==> src/rtl/core/iss_pkg.sv <==
`timescale 1ns / 1ps

package iss_pkg;

    localparam int DEPTH_DEF = 16;
    localparam int WORD_W    = 32;
    localparam int POS_W     = 4;
    localparam int COUNT_W   = 5;
    localparam int REQ_W     = 3;

    localparam logic [WORD_W-1:0] ERR_WORD = '1;

    typedef enum logic [REQ_W-1:0] {
        REQ_ADD_HEAD = 3'd0,
        REQ_ADD_TAIL = 3'd1,
        REQ_INSERT   = 3'd2,
        REQ_DELETE   = 3'd3,
        REQ_READ     = 3'd4,
        REQ_CLEAR    = 3'd5
    } req_t;

    typedef enum logic [1:0] {
        ST_OK    = 2'd0,
        ST_RANGE = 2'd1,
        ST_FULL  = 2'd2
    } status_t;

    // Shift command broadcast to every cell of the chain
    typedef struct packed {
        logic ins;
        logic del;
    } cell_cmd_t;

endpackage

==> src/rtl/core/iss_cell.sv <==
`timescale 1ns / 1ps

module iss_cell import iss_pkg::*; #(
    parameter int INDEX = 0,
    parameter int AT_W  = 4
) (
    input  logic              aclk,
    input  cell_cmd_t         cmd,
    input  logic [AT_W-1:0]   at,
    input  logic [WORD_W-1:0] new_word,
    input  logic [WORD_W-1:0] left_word,
    input  logic [WORD_W-1:0] right_word,
    output logic [WORD_W-1:0] word
);

    localparam logic [AT_W-1:0] MY_IDX = AT_W'(INDEX);

    logic [WORD_W-1:0] word_reg;
    logic [WORD_W-1:0] word_next;

    always_comb begin
        word_next = word_reg;
        if (cmd.ins) begin
            if (at == MY_IDX) begin
                word_next = new_word;
            end else if (at < MY_IDX) begin
                word_next = left_word;
            end
        end else if (cmd.del) begin
            if (at <= MY_IDX) begin
                word_next = right_word;
            end
        end
    end

    always_ff @(posedge aclk) begin
        word_reg <= word_next;
    end

    assign word = word_reg;

endmodule

==> src/rtl/core/iss_ctrl.sv <==
`timescale 1ns / 1ps

module iss_ctrl import iss_pkg::*; #(
    parameter int DEPTH = DEPTH_DEF,
    parameter int CNT_W = 5,
    parameter int AT_W  = 5
) (
    input  logic              fire,
    input  logic [REQ_W-1:0]  req_type,
    input  logic [POS_W-1:0]  position,
    input  logic [CNT_W-1:0]  fill_count,
    output cell_cmd_t         cmd,
    output logic [AT_W-1:0]   at,
    output status_t           status,
    output logic              word_hit,
    output logic [CNT_W-1:0]  count_next
);

    logic [AT_W-1:0] cnt_ext;
    logic [AT_W-1:0] pos_ext;
    logic            full;
    logic            ins_ok;
    logic            del_ok;

    assign cnt_ext = AT_W'(fill_count);
    assign pos_ext = AT_W'(position);
    assign full    = (fill_count == CNT_W'(DEPTH));

    always_comb begin
        at         = pos_ext;
        status     = ST_OK;
        ins_ok     = 1'b0;
        del_ok     = 1'b0;
        word_hit   = 1'b0;
        count_next = fill_count;
        case (req_t'(req_type))
            REQ_ADD_HEAD, REQ_ADD_TAIL, REQ_INSERT: begin
                if (req_t'(req_type) == REQ_ADD_HEAD) begin
                    at = '0;
                end else if (req_t'(req_type) == REQ_ADD_TAIL) begin
                    at = cnt_ext;
                end
                if (full) begin
                    status = ST_FULL;
                end else if (at > cnt_ext) begin
                    status = ST_RANGE;
                end else begin
                    ins_ok     = 1'b1;
                    count_next = fill_count + CNT_W'(1);
                end
            end
            REQ_DELETE: begin
                if (pos_ext >= cnt_ext) begin
                    status = ST_RANGE;
                end else begin
                    del_ok     = 1'b1;
                    word_hit   = 1'b1;
                    count_next = fill_count - CNT_W'(1);
                end
            end
            REQ_READ: begin
                if (pos_ext >= cnt_ext) begin
                    status = ST_RANGE;
                end else begin
                    word_hit = 1'b1;
                end
            end
            REQ_CLEAR: begin
                count_next = '0;
            end
            default: begin
                status = ST_OK;
            end
        endcase
    end

    assign cmd.ins = fire & ins_ok;
    assign cmd.del = fire & del_ok;

endmodule

==> src/rtl/core/indexed_sequence_store_core.sv <==
`timescale 1ns / 1ps

// The result of an accepted request is registered and shown at the output in the cycle after it is taken.
// Throughput: one request per cycle while results are taken; all cells that move shift in the same cycle.
// The output register frees the input side as soon as the pending result is taken.
// Reset (aresetn low, synchronous) empties the store and drops any pending result;
// the cell words themselves are not cleared and are never read until written.
module indexed_sequence_store_core import iss_pkg::*; #(
    parameter int DEPTH = DEPTH_DEF
) (
    input  logic                     aclk,
    input  logic                     aresetn,
    input  logic                     s_valid,
    output logic                     s_ready,
    input  logic [REQ_W-1:0]         s_req_type,
    input  logic signed [WORD_W-1:0] s_item_value,
    input  logic [POS_W-1:0]         s_position,
    output logic                     m_valid,
    input  logic                     m_ready,
    output logic signed [WORD_W-1:0] m_read_value,
    output logic [1:0]               m_status,
    output logic [COUNT_W-1:0]       m_entry_count
);

    // Count must hold DEPTH itself; compares need room for any position too
    localparam int CNT_W = $clog2(DEPTH + 1);
    localparam int AT_W  = (CNT_W > POS_W) ? CNT_W : POS_W;
    // Only the first cells are reachable by position
    localparam int RD_N  = (DEPTH < (1 << POS_W)) ? DEPTH : (1 << POS_W);

    logic                fire;
    cell_cmd_t           cmd;
    logic [AT_W-1:0]     at;
    status_t             status;
    logic                word_hit;
    logic [CNT_W-1:0]    count_next;
    logic [WORD_W-1:0]   rd_word;
    logic [WORD_W-1:0]   cell_word [DEPTH];

    logic [CNT_W-1:0]    count_reg;
    logic                m_valid_reg;
    logic [WORD_W-1:0]   m_read_value_reg;
    logic [1:0]          m_status_reg;
    logic [COUNT_W-1:0]  m_entry_count_reg;

    // Take a new request whenever the result slot is empty or is being drained
    assign s_ready = ~m_valid_reg | m_ready;
    assign fire    = s_valid & s_ready;

    // Decode the request against the current fill count
    iss_ctrl #(
        .DEPTH (DEPTH),
        .CNT_W (CNT_W),
        .AT_W  (AT_W)
    ) u_ctrl (
        .fire       (fire),
        .req_type   (s_req_type),
        .position   (s_position),
        .fill_count (count_reg),
        .cmd        (cmd),
        .at         (at),
        .status     (status),
        .word_hit   (word_hit),
        .count_next (count_next)
    );

    // Chain of cells: on insert each cell above the gap takes its lower neighbour,
    // on delete each cell from the gap upwards takes its upper neighbour.
    for (genvar i = 0; i < DEPTH; i++) begin : g_cell
        logic [WORD_W-1:0] left_w;
        logic [WORD_W-1:0] right_w;

        if (i == 0) begin : g_first
            assign left_w = s_item_value;
        end else begin : g_inner_l
            assign left_w = cell_word[i-1];
        end

        if (i == DEPTH - 1) begin : g_last
            assign right_w = cell_word[i];
        end else begin : g_inner_r
            assign right_w = cell_word[i+1];
        end

        iss_cell #(
            .INDEX (i),
            .AT_W  (AT_W)
        ) u_cell (
            .aclk       (aclk),
            .cmd        (cmd),
            .at         (at),
            .new_word   (s_item_value),
            .left_word  (left_w),
            .right_word (right_w),
            .word       (cell_word[i])
        );
    end

    // Pick the addressed word before the chain shifts
    always_comb begin
        rd_word = ERR_WORD;
        for (int k = 0; k < RD_N; k++) begin
            if (s_position == POS_W'(k)) begin
                rd_word = cell_word[k];
            end
        end
    end

    // Hold the fill count; advance it only on an accepted request
    always_ff @(posedge aclk) begin
        if (!aresetn) begin
            count_reg <= '0;
        end else if (fire) begin
            count_reg <= count_next;
        end
    end

    // Result valid flag: set on accept, drop once the result is taken
    always_ff @(posedge aclk) begin
        if (!aresetn) begin
            m_valid_reg <= 1'b0;
        end else if (fire) begin
            m_valid_reg <= 1'b1;
        end else if (m_ready) begin
            m_valid_reg <= 1'b0;
        end
    end

    // Result payload
    always_ff @(posedge aclk) begin
        if (fire) begin
            m_read_value_reg  <= word_hit ? rd_word : ERR_WORD;
            m_status_reg      <= status;
            m_entry_count_reg <= COUNT_W'(count_next);
        end
    end

    assign m_valid       = m_valid_reg;
    assign m_read_value  = m_read_value_reg;
    assign m_status      = m_status_reg;
    assign m_entry_count = m_entry_count_reg;

endmodule

==> config.mk <==
export PLATFORM = sky130hd
export DESIGN_NAME = indexed_sequence_store_core
export DESIGN_NICKNAME = d
export VERILOG_FILES = /design/src/rtl/core/iss_pkg.sv /design/src/rtl/core/iss_cell.sv /design/src/rtl/core/iss_ctrl.sv /design/src/rtl/core/indexed_sequence_store_core.sv
export SDC_FILE = /design/constraint.sdc
export NUM_CORES = 1
export LEC_CHECK = 0
export BUFFER_PORTS_ARGS = -buffer_cell sky130_fd_sc_hd__buf_2
export CORE_AREA = 10 10 280 255
export CTS_CLUSTER_SIZE = 16
export DETAILED_ROUTE_END_ITERATION = 7
export DIE_AREA = 0 0 290 265
export PLACE_DENSITY = 0.67
export SLEW_MARGIN = 20
export SYNTH_ARGS = -nofsm -noshare
export SYNTH_HDL_FRONTEND = slang
export SYNTH_SLANG_ARGS = --single-unit
==> constraint.sdc <==
create_clock -name aclk -period 8.5 [get_ports aclk]
set_clock_uncertainty 0.05 [all_clocks]
set_input_delay 0.85 -clock aclk [delete_from_list [all_inputs] [get_ports aclk]]
set_output_delay 0.85 -clock aclk [all_outputs]
set_load 0.05 [all_outputs]
==> parameters.txt, run 1 <==
Parameter                              Value

Run status
  Outcome    finished clean

Logic synthesis
  Net count after synthesis    3084
  Sequential element share of the synthesized area    0.5127
  Synth Register Bits    557
  Top_reg_cell synth    sky130_fd_sc_hd__edfxtp_1
  Fraction of synthesis flops using an asynchronous set or reset pin    0
  Number of distinct library cells after synthesis    just under 80
  Warning count from the yosys run    0
  Count of flip-flops with a built-in enable after synthesis    551
  Syn Std Cell Area    32510 µm²
  Cells after synthesis    just over 3000
  Synthesized area per cell    between 10 and 15 µm²

Critical path
  Worst path slowest cell    sky130_fd_sc_hd__buf_12
  Worst EP required    8.84 ns
  Critical-path cell list    buf_2 > o21ai_0 > and2_1 > inv_2 > ha_1 > o21ai_0 > a21oi_1 > o221a_2 > nor3_2 > buf_4 > buf_12 > mux2_2
  Cell family with most CP delay    buffers and inverters
  Data arrival at the endpoint of the critical path    between 5 and 6 ns
  CP dominant cell by count    sky130_fd_sc_hd__o21ai_0
  Capture point of the worst reg-to-reg path    g_cell[0].u_cell.word[16]
  Largest fanout of any net on the critical path    247
  Critical Setup Path Class    input port to flop
  Worst path buffer plus inverter count    4
  Origin of the critical flop-to-flop path    count_reg[2]
  Setup slack, reg-to-reg    between 3 and 4 ns
  Startpoint kind of the worst setup timing path    input port
  Endpoint class of the critical path    flop
  Worst reg2reg path depth    11
  Delay of the slowest critical-path stage    roughly 0.7 ns

Place
  Placed wire-length estimate    65600 µm
  Gp weighted congestion    between 0.9 and 1
  Cell area reported after detailed placement    33440 µm²
  Port buffer count    83

Route
  Met3 wire length    between 10000 and 15000 µm
  Routed length on met1    42230 µm
  Routed wire per std cell    ~28 µm
  Top routing layer used    met4
  Vias/cell    between 6 and 7
  Number of iterations in the first detailed-routing pass    6
  Via count    25894
  Met2 layer wire length in the routed design    50080 µm
  Post-detailed-route DRC marker count    0
  Post-route antenna net violation count    0
  WL final    108500 µm
  1st-iter DRT viols    3232

Worst hold path
  Hold path startpoint    s_valid
  Min-Delay Path Depth    3
  Worst Hold Path EP    m_valid
  Classification of the worst-slack hold path    input port to flop

Timing
  Worst hold slack after final layout    approximately 0.42 ns
  Relative max-transition margin    0.2222
  Pin slew with the least headroom to its limit    1.162 ns
  Fin crit period    5.140 ns
  Final cycle utilization of the critical path    0.6047
  Fin. Hold Viols    0
  Summed negative setup slack over all endpoints    0 ns
  Setup repair after global routing missed its margin    no
  Number of max-slew violations in the final report    0
  Setup violations, final    0
  Highest clock frequency the design can meet    0.1946 GHz

Power
  Sequential group share of total power    0.480
  P_int    0.004914 W
  Power density over the cells    between 150 and 200 nW/µm²
  Proportion of total power due to net switching    0.2703
  Net Switching    0.001820 W
  Power share of the clock group    0.385
  Leak pwr    around 13 nW
  Gate power share    0.135
  VDD IR max    0.1411 mV

Global route
  Wire length of the first global-routing pass    160700 µm
  Initial antenna violation count    6
  Number of global-route vias before repair    25279
  Maximum number of pins on one net before global-route repair    248
  Global router's overall resource usage    0.2690
  Final global-route overflow total    0

Clocking
  Sink Count    557
  CTS tree    done
  Total of hold buffers inserted after clock tree synthesis    0
  Cell at the root of the clock tree    sky130_fd_sc_hd__clkbuf_16
  Cts bufs inserted    60
  Post-CTS setup-driven buffer insertion count    0
  Longest Clk Path Bufs    3
  Clock-pin slew of the registers on the worst-case setup and hold paths    0.06 ns
  CTS HTree Levels    2
  # resized after CTS    0
  Clock insertion delay at the later pin of the skew report    0.64 ns

Floorplan
  I/O pins    84
  DIE AREA    76850 µm²
  Area of the core    ~65000 µm²
  Number of rows created at floorplan    between 80 and 90
  Die Width    290 µm
  Chip Height    between 200 and 300 µm
  Starting density of the core    0.4982

Layout
  Number of nets in the layout    3019
  Fraction of the core area covered by cells at the end of the flow    0.5416
  FF+latch area    16670 µm²
  Number of filler instances in the final layout    5658
  Largest register FFs    512
  Ratio of cells with drive above 1 in the final layout    0.1286
  Post-route design area    roughly 35000 µm²
  Area used by multi-input combinational logic    14650 µm²
  Synth-to-layout area growth    8.710%

Flow run
  Number of maximum-capacitance violations    0
-- layer usage --
| metal | GRT usage | vias to the layer above |
|---|---|---|
| li1 | - | 11282 |
| met1 | 0.3558 | 12723 |
| met2 | 0.4303 | 1588 |
| met3 | 0.04267 | 301 |
| met4 | 0.1245 | 0 |
| met5 | 0 | - |
-- through the flow --
step / total power (W) / setup slack, ns / std cells
after floorplan: 0.003885 / 1.432 / 3030
after global routing: 0.006939 / 3.147 / 3883
after detailed placement: 0.004176 / 2.853 / 3767
after global placement: 0.004149 / 2.918 / 3767
final: 0.006734 / 3.360 / 3884
after CTS: 0.006746 / 3.534 / 3880
-- power groups by stage --
stage	logic, W	registers (W)	clock network, W
after global routing	0.000970	0.00324	0.00273
after global placement	0.000867	0.00328	0
final	0.000911	0.00323	0.00259
after CTS	0.000892	0.00323	0.00262
after floorplan	0.000596	0.00329	0
after detailed placement	0.000890	0.00329	0
-- worst min-delay path: cells and delay by family --
kind            cells  cell delay, ns
buf+inv             2            0.15
compound gates      1            0.05
-- synthesized netlist by cell type (5+ instances only) --
cell,n,area [µm²]
sky130_fd_sc_hd__or2_2,6,37.54
sky130_fd_sc_hd__buf_6,15,168.9
sky130_fd_sc_hd__and2_1,7,43.79
sky130_fd_sc_hd__nor2b_1,12,75.07
sky130_fd_sc_hd__a31oi_1,6,37.54
sky130_fd_sc_hd__clkbuf_1,114,427.9
sky130_fd_sc_hd__buf_1,26,97.59
sky130_fd_sc_hd__mux2_2,95,1070
sky130_fd_sc_hd__o31ai_1,12,90.09
sky130_fd_sc_hd__a2bb2oi_1,10,87.58
sky130_fd_sc_hd__a222oi_1,13,130.1
sky130_fd_sc_hd__nor2_1,543,2038
sky130_fd_sc_hd__a21oi_1,520,2603
sky130_fd_sc_hd__o221ai_1,14,122.6
sky130_fd_sc_hd__nand3_1,22,110.1
sky130_fd_sc_hd__a211oi_1,20,150.1
sky130_fd_sc_hd__edfxtp_1,551,16550
sky130_fd_sc_hd__nand2b_1,17,106.4
sky130_fd_sc_hd__and3_1,5,31.28
sky130_fd_sc_hd__mux2i_1,470,4705
sky130_fd_sc_hd__a22oi_1,12,90.09
sky130_fd_sc_hd__nor3_1,31,155.2
sky130_fd_sc_hd__o22ai_1,70,437.9
sky130_fd_sc_hd__o21ai_0,72,360.4
sky130_fd_sc_hd__buf_2,106,530.5
sky130_fd_sc_hd__a211o_1,7,61.31
sky130_fd_sc_hd__a32oi_1,7,61.31
sky130_fd_sc_hd__nor4_4,5,106.4
sky130_fd_sc_hd__inv_1,21,78.83
sky130_fd_sc_hd__o211ai_1,12,90.09
sky130_fd_sc_hd__a221oi_1,8,70.07
sky130_fd_sc_hd__o22a_1,10,87.58
sky130_fd_sc_hd__mux4_2,20,450.4
sky130_fd_sc_hd__o32ai_1,5,43.79
sky130_fd_sc_hd__dfxtp_1,6,120.1
sky130_fd_sc_hd__ha_1,11,137.6
sky130_fd_sc_hd__nand2_1,63,236.5
sky130_fd_sc_hd__buf_4,8,60.06
-- worst max path at each step --
stage	start	to	slack (ns)	depth (start not counted)
after floorplan	s_req_type[1]	g_cell[10].u_cell.word[0]	1.43	15
after global placement	s_position[2]	g_cell[9].u_cell.word[5]	2.92	13
after detailed placement	s_position[2]	g_cell[0].u_cell.word[16]	2.85	12
after CTS	s_position[2]	g_cell[0].u_cell.word[16]	3.53	12
after global routing	s_position[2]	g_cell[0].u_cell.word[6]	3.15	12
final	s_position[2]	g_cell[0].u_cell.word[16]	3.36	12
-- cell families (layout without fill, tap and decap cells) --
| logic type | Yosys count | in the layout | synth area share |
|---|---|---|---|
| adders and majority gates | 11 | 11 | 0.004234 |
| DFF | 557 | 557 | 0.5127 |
| muxes | 586 | 586 | 0.1918 |
| AOI/OAI and AO/OA | 840 | 840 | 0.1506 |
| buffers and inverters | 294 | 280 | 0.04249 |
| other | 0 | 4 | 0 |
| and+or+nand+nor | 742 | 742 | 0.09822 |
-- final cells by class --
class,instances,area share
repair buffers,142,0.02666
well taps,864,0.03059
multi-input cells,2179,0.4147
flip-flops and latches,557,0.4716
clock buffers,85,0.04691
diodes,4,0.0002832
inverters,25,0.002726
clock inverters,28,0.006585
-- placed cells by master, fill, tap and decap left out, types with 7 or more instances in the layout --
cell / instances
sky130_fd_sc_hd__edfxtp_1: 551
sky130_fd_sc_hd__nor2_1: 537
sky130_fd_sc_hd__a21oi_1: 518
sky130_fd_sc_hd__mux2i_1: 470
sky130_fd_sc_hd__mux2_2: 95
sky130_fd_sc_hd__buf_2: 81
sky130_fd_sc_hd__o21ai_0: 72
sky130_fd_sc_hd__o22ai_1: 70
sky130_fd_sc_hd__nand2_1: 63
sky130_fd_sc_hd__clkbuf_16: 62
sky130_fd_sc_hd__buf_4: 54
sky130_fd_sc_hd__nor3_1: 26
sky130_fd_sc_hd__nand3_1: 21
sky130_fd_sc_hd__clkbuf_1: 21
sky130_fd_sc_hd__inv_1: 20
sky130_fd_sc_hd__mux4_2: 20
sky130_fd_sc_hd__nand2b_1: 16
sky130_fd_sc_hd__clkinv_1: 16
sky130_fd_sc_hd__a211oi_1: 15
sky130_fd_sc_hd__o221ai_1: 14
sky130_fd_sc_hd__a222oi_1: 13
sky130_fd_sc_hd__o31ai_1: 12
sky130_fd_sc_hd__o211ai_1: 12
sky130_fd_sc_hd__a22oi_1: 12
sky130_fd_sc_hd__nor2b_1: 12
sky130_fd_sc_hd__ha_1: 11
sky130_fd_sc_hd__o22a_1: 10
sky130_fd_sc_hd__a2bb2oi_1: 10
sky130_fd_sc_hd__a221oi_1: 8
sky130_fd_sc_hd__clkinv_2: 8
sky130_fd_sc_hd__and2_1: 7
sky130_fd_sc_hd__a211o_1: 7
sky130_fd_sc_hd__a32oi_1: 7
(Power assumes the default switching activity.)
==> inputs of run 2 (changes only) <==
- PLACE_DENSITY: 0.67 -> 0.69
- clock period: 8.5 -> 4.4 ns (I/O delays scaled with it)
==> run 2 against run 1 <==
  * Cell area up 2.2%
  * Register-to-register slack got worse by 3.2 ns
  * Power is 92% higher
  * Combinational power rose by 110%
  * Sequential cell count stayed put
  * Via count increased by 2.1%
  * Global-route usage up 0.87 points
  * Non-clock buffer count rose by 68
  * First-iteration DRC count grew 19%
  * Final cell count up 1.6%
  * Setup slack got worse by 2.8 ns
  * Utilization is 1.2 points higher
==> parameters.txt, run 2 (synthesis results as in run 1) <==
Parameter                              Value

Clocking
  # resized after CTS    0 (unchanged)
  Clock-pin slew of the registers on the worst-case setup and hold paths    0.06 ns (about the same)
  Longest Clk Path Bufs    3 (unchanged)
  CTS HTree Levels    2 (unchanged)
  Sink Count    557 (unchanged)
  Cts bufs inserted    59 (was 60)
  CTS tree    done (unchanged)
  Clock insertion delay at the later pin of the skew report    0.66 ns (was 0.64 ns)
  Cell at the root of the clock tree    sky130_fd_sc_hd__clkbuf_16 (unchanged)

Floorplan
  Starting density of the core    0.4982 (unchanged)
  DIE AREA    76850 µm² (unchanged)
  Area of the core    65260 µm² (unchanged)
  Number of rows created at floorplan    89 (unchanged)
  Die Width    290 µm (unchanged)
  Chip Height    265 µm (unchanged)
  I/O pins    84 (unchanged)

Timing
  Setup violations, final    0 (unchanged)
  Summed negative setup slack over all endpoints    0 ns (unchanged)
  Pin slew with the least headroom to its limit    1.022 ns (was 1.162 ns)
  Worst hold slack after final layout    0.06353 ns (was 0.4190 ns)
  Fin crit period    slightly below 4 ns
  Highest clock frequency the design can meet    0.2595 GHz
  Fin. Hold Viols    0 (unchanged)
  Relative max-transition margin    0.3175 (was 0.2222)
  Setup repair after global routing missed its margin    no (unchanged)
  Number of max-slew violations in the final report    0 (unchanged)
  Final cycle utilization of the critical path    0.8759

Critical path
  Critical-path cell list    inv_1 > nor3_4 > ha_1 > o221a_2 > buf_4 > nor3_2 > buf_12 > buf_12 > buf_4 > a21oi_1 (was buf_2 > o21ai_0 > and2_1 > inv_2 > ha_1 > o21ai_0 > a21oi_1 > o221a_2 > nor3_2 > buf_4 > buf_12 > mux2_2)
  Critical Setup Path Class    flop to flop (was input port to flop)
  Endpoint class of the critical path    flop (unchanged)
  Data arrival at the endpoint of the critical path    4.17 ns (was 5.48 ns)
  Worst path slowest cell    sky130_fd_sc_hd__nor3_4 (was sky130_fd_sc_hd__buf_12)
  Worst EP required    4.72 ns (was 8.84 ns)
  Largest fanout of any net on the critical path    82 (was 247)
  Startpoint kind of the worst setup timing path    flop (was input port)
  Delay of the slowest critical-path stage    0.59 ns (was 0.69 ns)

Route
  Number of iterations in the first detailed-routing pass    8 (was 6)
  1st-iter DRT viols    3849 (was 3232)
  Post-detailed-route DRC marker count    0 (unchanged)
  Routed wire per std cell    28.23 µm (was 27.94 µm)
  Post-route antenna net violation count    0 (unchanged)
  Via count    26443 (was 25894)
  WL final    111400 µm (was 108500 µm)
  Vias/cell    6.700 (was 6.667)

Global route
  Final global-route overflow total    0 (unchanged)
  Maximum number of pins on one net before global-route repair    83 (was 248)
  Number of global-route vias before repair    25842 (was 25279)
  Initial antenna violation count    4 (was 6)
  Wire length of the first global-routing pass    164600 µm (was 160700 µm)
  Global router's overall resource usage    0.2777 (was 0.2690)

Layout
  Number of nets in the layout    3086 (was 3019)
  Number of non-filler instances in the completed layout    3947 (was 3884)
  Post-route design area    36130 µm² (was 35340 µm²)
  Largest register FFs    512 (unchanged)
  Synth-to-layout area growth    11.14% (was 8.710%)
  Ratio of cells with drive above 1 in the final layout    0.1474 (was 0.1286)
  Commonest non-fill, non-tap cell in the layout    sky130_fd_sc_hd__edfxtp_1 (unchanged)
  Number of filler instances in the final layout    5565 (was 5658)
  Commonest cells after routing, fill and taps aside    sky130_fd_sc_hd__edfxtp_1, sky130_fd_sc_hd__nor2_1, sky130_fd_sc_hd__a21oi_1 (unchanged)

Place
  Placed wire-length estimate    69380 µm (was 65600 µm)
  Port buffer count    83 (unchanged)
  DP Cell Count    3834 (was 3767)
  Gp weighted congestion    0.9245 (was 0.9041)
  Cell area reported after detailed placement    34310 µm² (was 33440 µm²)

Power
  Leak pwr    13.35 nW (was 12.95 nW)
  VDD IR max    0.3046 mV (was 0.1411 mV)
  Power density over the cells    358.7 nW/µm² (was 190.5 nW/µm²)

Run status
  Outcome    finished clean (unchanged)

Flow run
  Number of maximum-capacitance violations    0 (unchanged)

Worst hold path
  Classification of the worst-slack hold path    input port to flop (unchanged)
==> run 2: changes by cell type in the layout (fill, tap and decap cells not counted), sizes merged <==
cell / delta
buf: +67
clkbuf: -13
clkinv: +5
inv: +4
diode: -1
dlygate4sd3: +1
==> run 2: worst paths after layout <==
check / depth (start not counted) / endpoint / from / slack (ns)
min: 2 / count_reg[3] / aresetn / 0.06
max reg2reg: 10 / g_cell[12].u_cell.word[24] / count_reg[4] / 0.55
min reg2reg: 2 / m_valid / m_valid / 0.48
max: 10 / g_cell[12].u_cell.word[24] / count_reg[4] / 0.55
==> run 2: area by class of cell <==
type | count | area [µm²] | area share
antenna | 3 | 7.507 | 0.0002078
clock buffer | 72 | 1525 | 0.04221
clock inverter | 37 | 277.8 | 0.007688
inverter | 25 | 98.84 | 0.002736
multi-input combinational | 2179 | 14690 | 0.4067
sequential | 557 | 16670 | 0.4613
tap | 864 | 1081 | 0.02992
timing repair buffer | 210 | 1780 | 0.04928
==> run 2: where the power goes <==
part           switching [W]  internal [W]  total (W)  leakage [nW]
clock                0.00217       0.00268    0.00485         0.885
sequential          0.000138       0.00610    0.00624          4.99
combinational        0.00125      0.000622    0.00187          7.47
==> run 2: worst max-delay path, delay by kind of cell, from the launching register on <==
family          cells  cell delay (ns)
compound gates      2             0.42
fa+ha+maj           1             0.38
buf+inv             5             1.30
flops               1             0.54
simple gates        2             0.83
==> run 2: metal layers <==
metal  up-vias  GRT usage  share of wire
li1      11423          -              -
met1     12849     0.3562           0.37
met2      1771     0.4375           0.45
met3       400    0.05759           0.12
met4         0     0.1495          0.059
met5         -          0              0
==> run 2: timing repair <==
action | CTS | global route
hold buffers | 1 | 0
endpoints found under the hold margin | 1 | 0
buffers inserted | 0 | 0
==> run 2: through the flow <==
| stage | setup WS, ns | total power (W) | util |
|---|---|---|---|
| 2_1_floorplan | 0.01119 | 0.007520 | - |
| 4_1_cts | 0.6095 | 0.01297 | 0.5536 |
| 5_1_grt | 0.2512 | 0.01335 | 0.5536 |
| 3_5_place_dp | 0.5044 | 0.008168 | 0.5258 |
| 3_3_place_gp | 0.5340 | 0.008113 | 0.5258 |
| 6_report | 0.5462 | 0.01296 | 0.5537 |
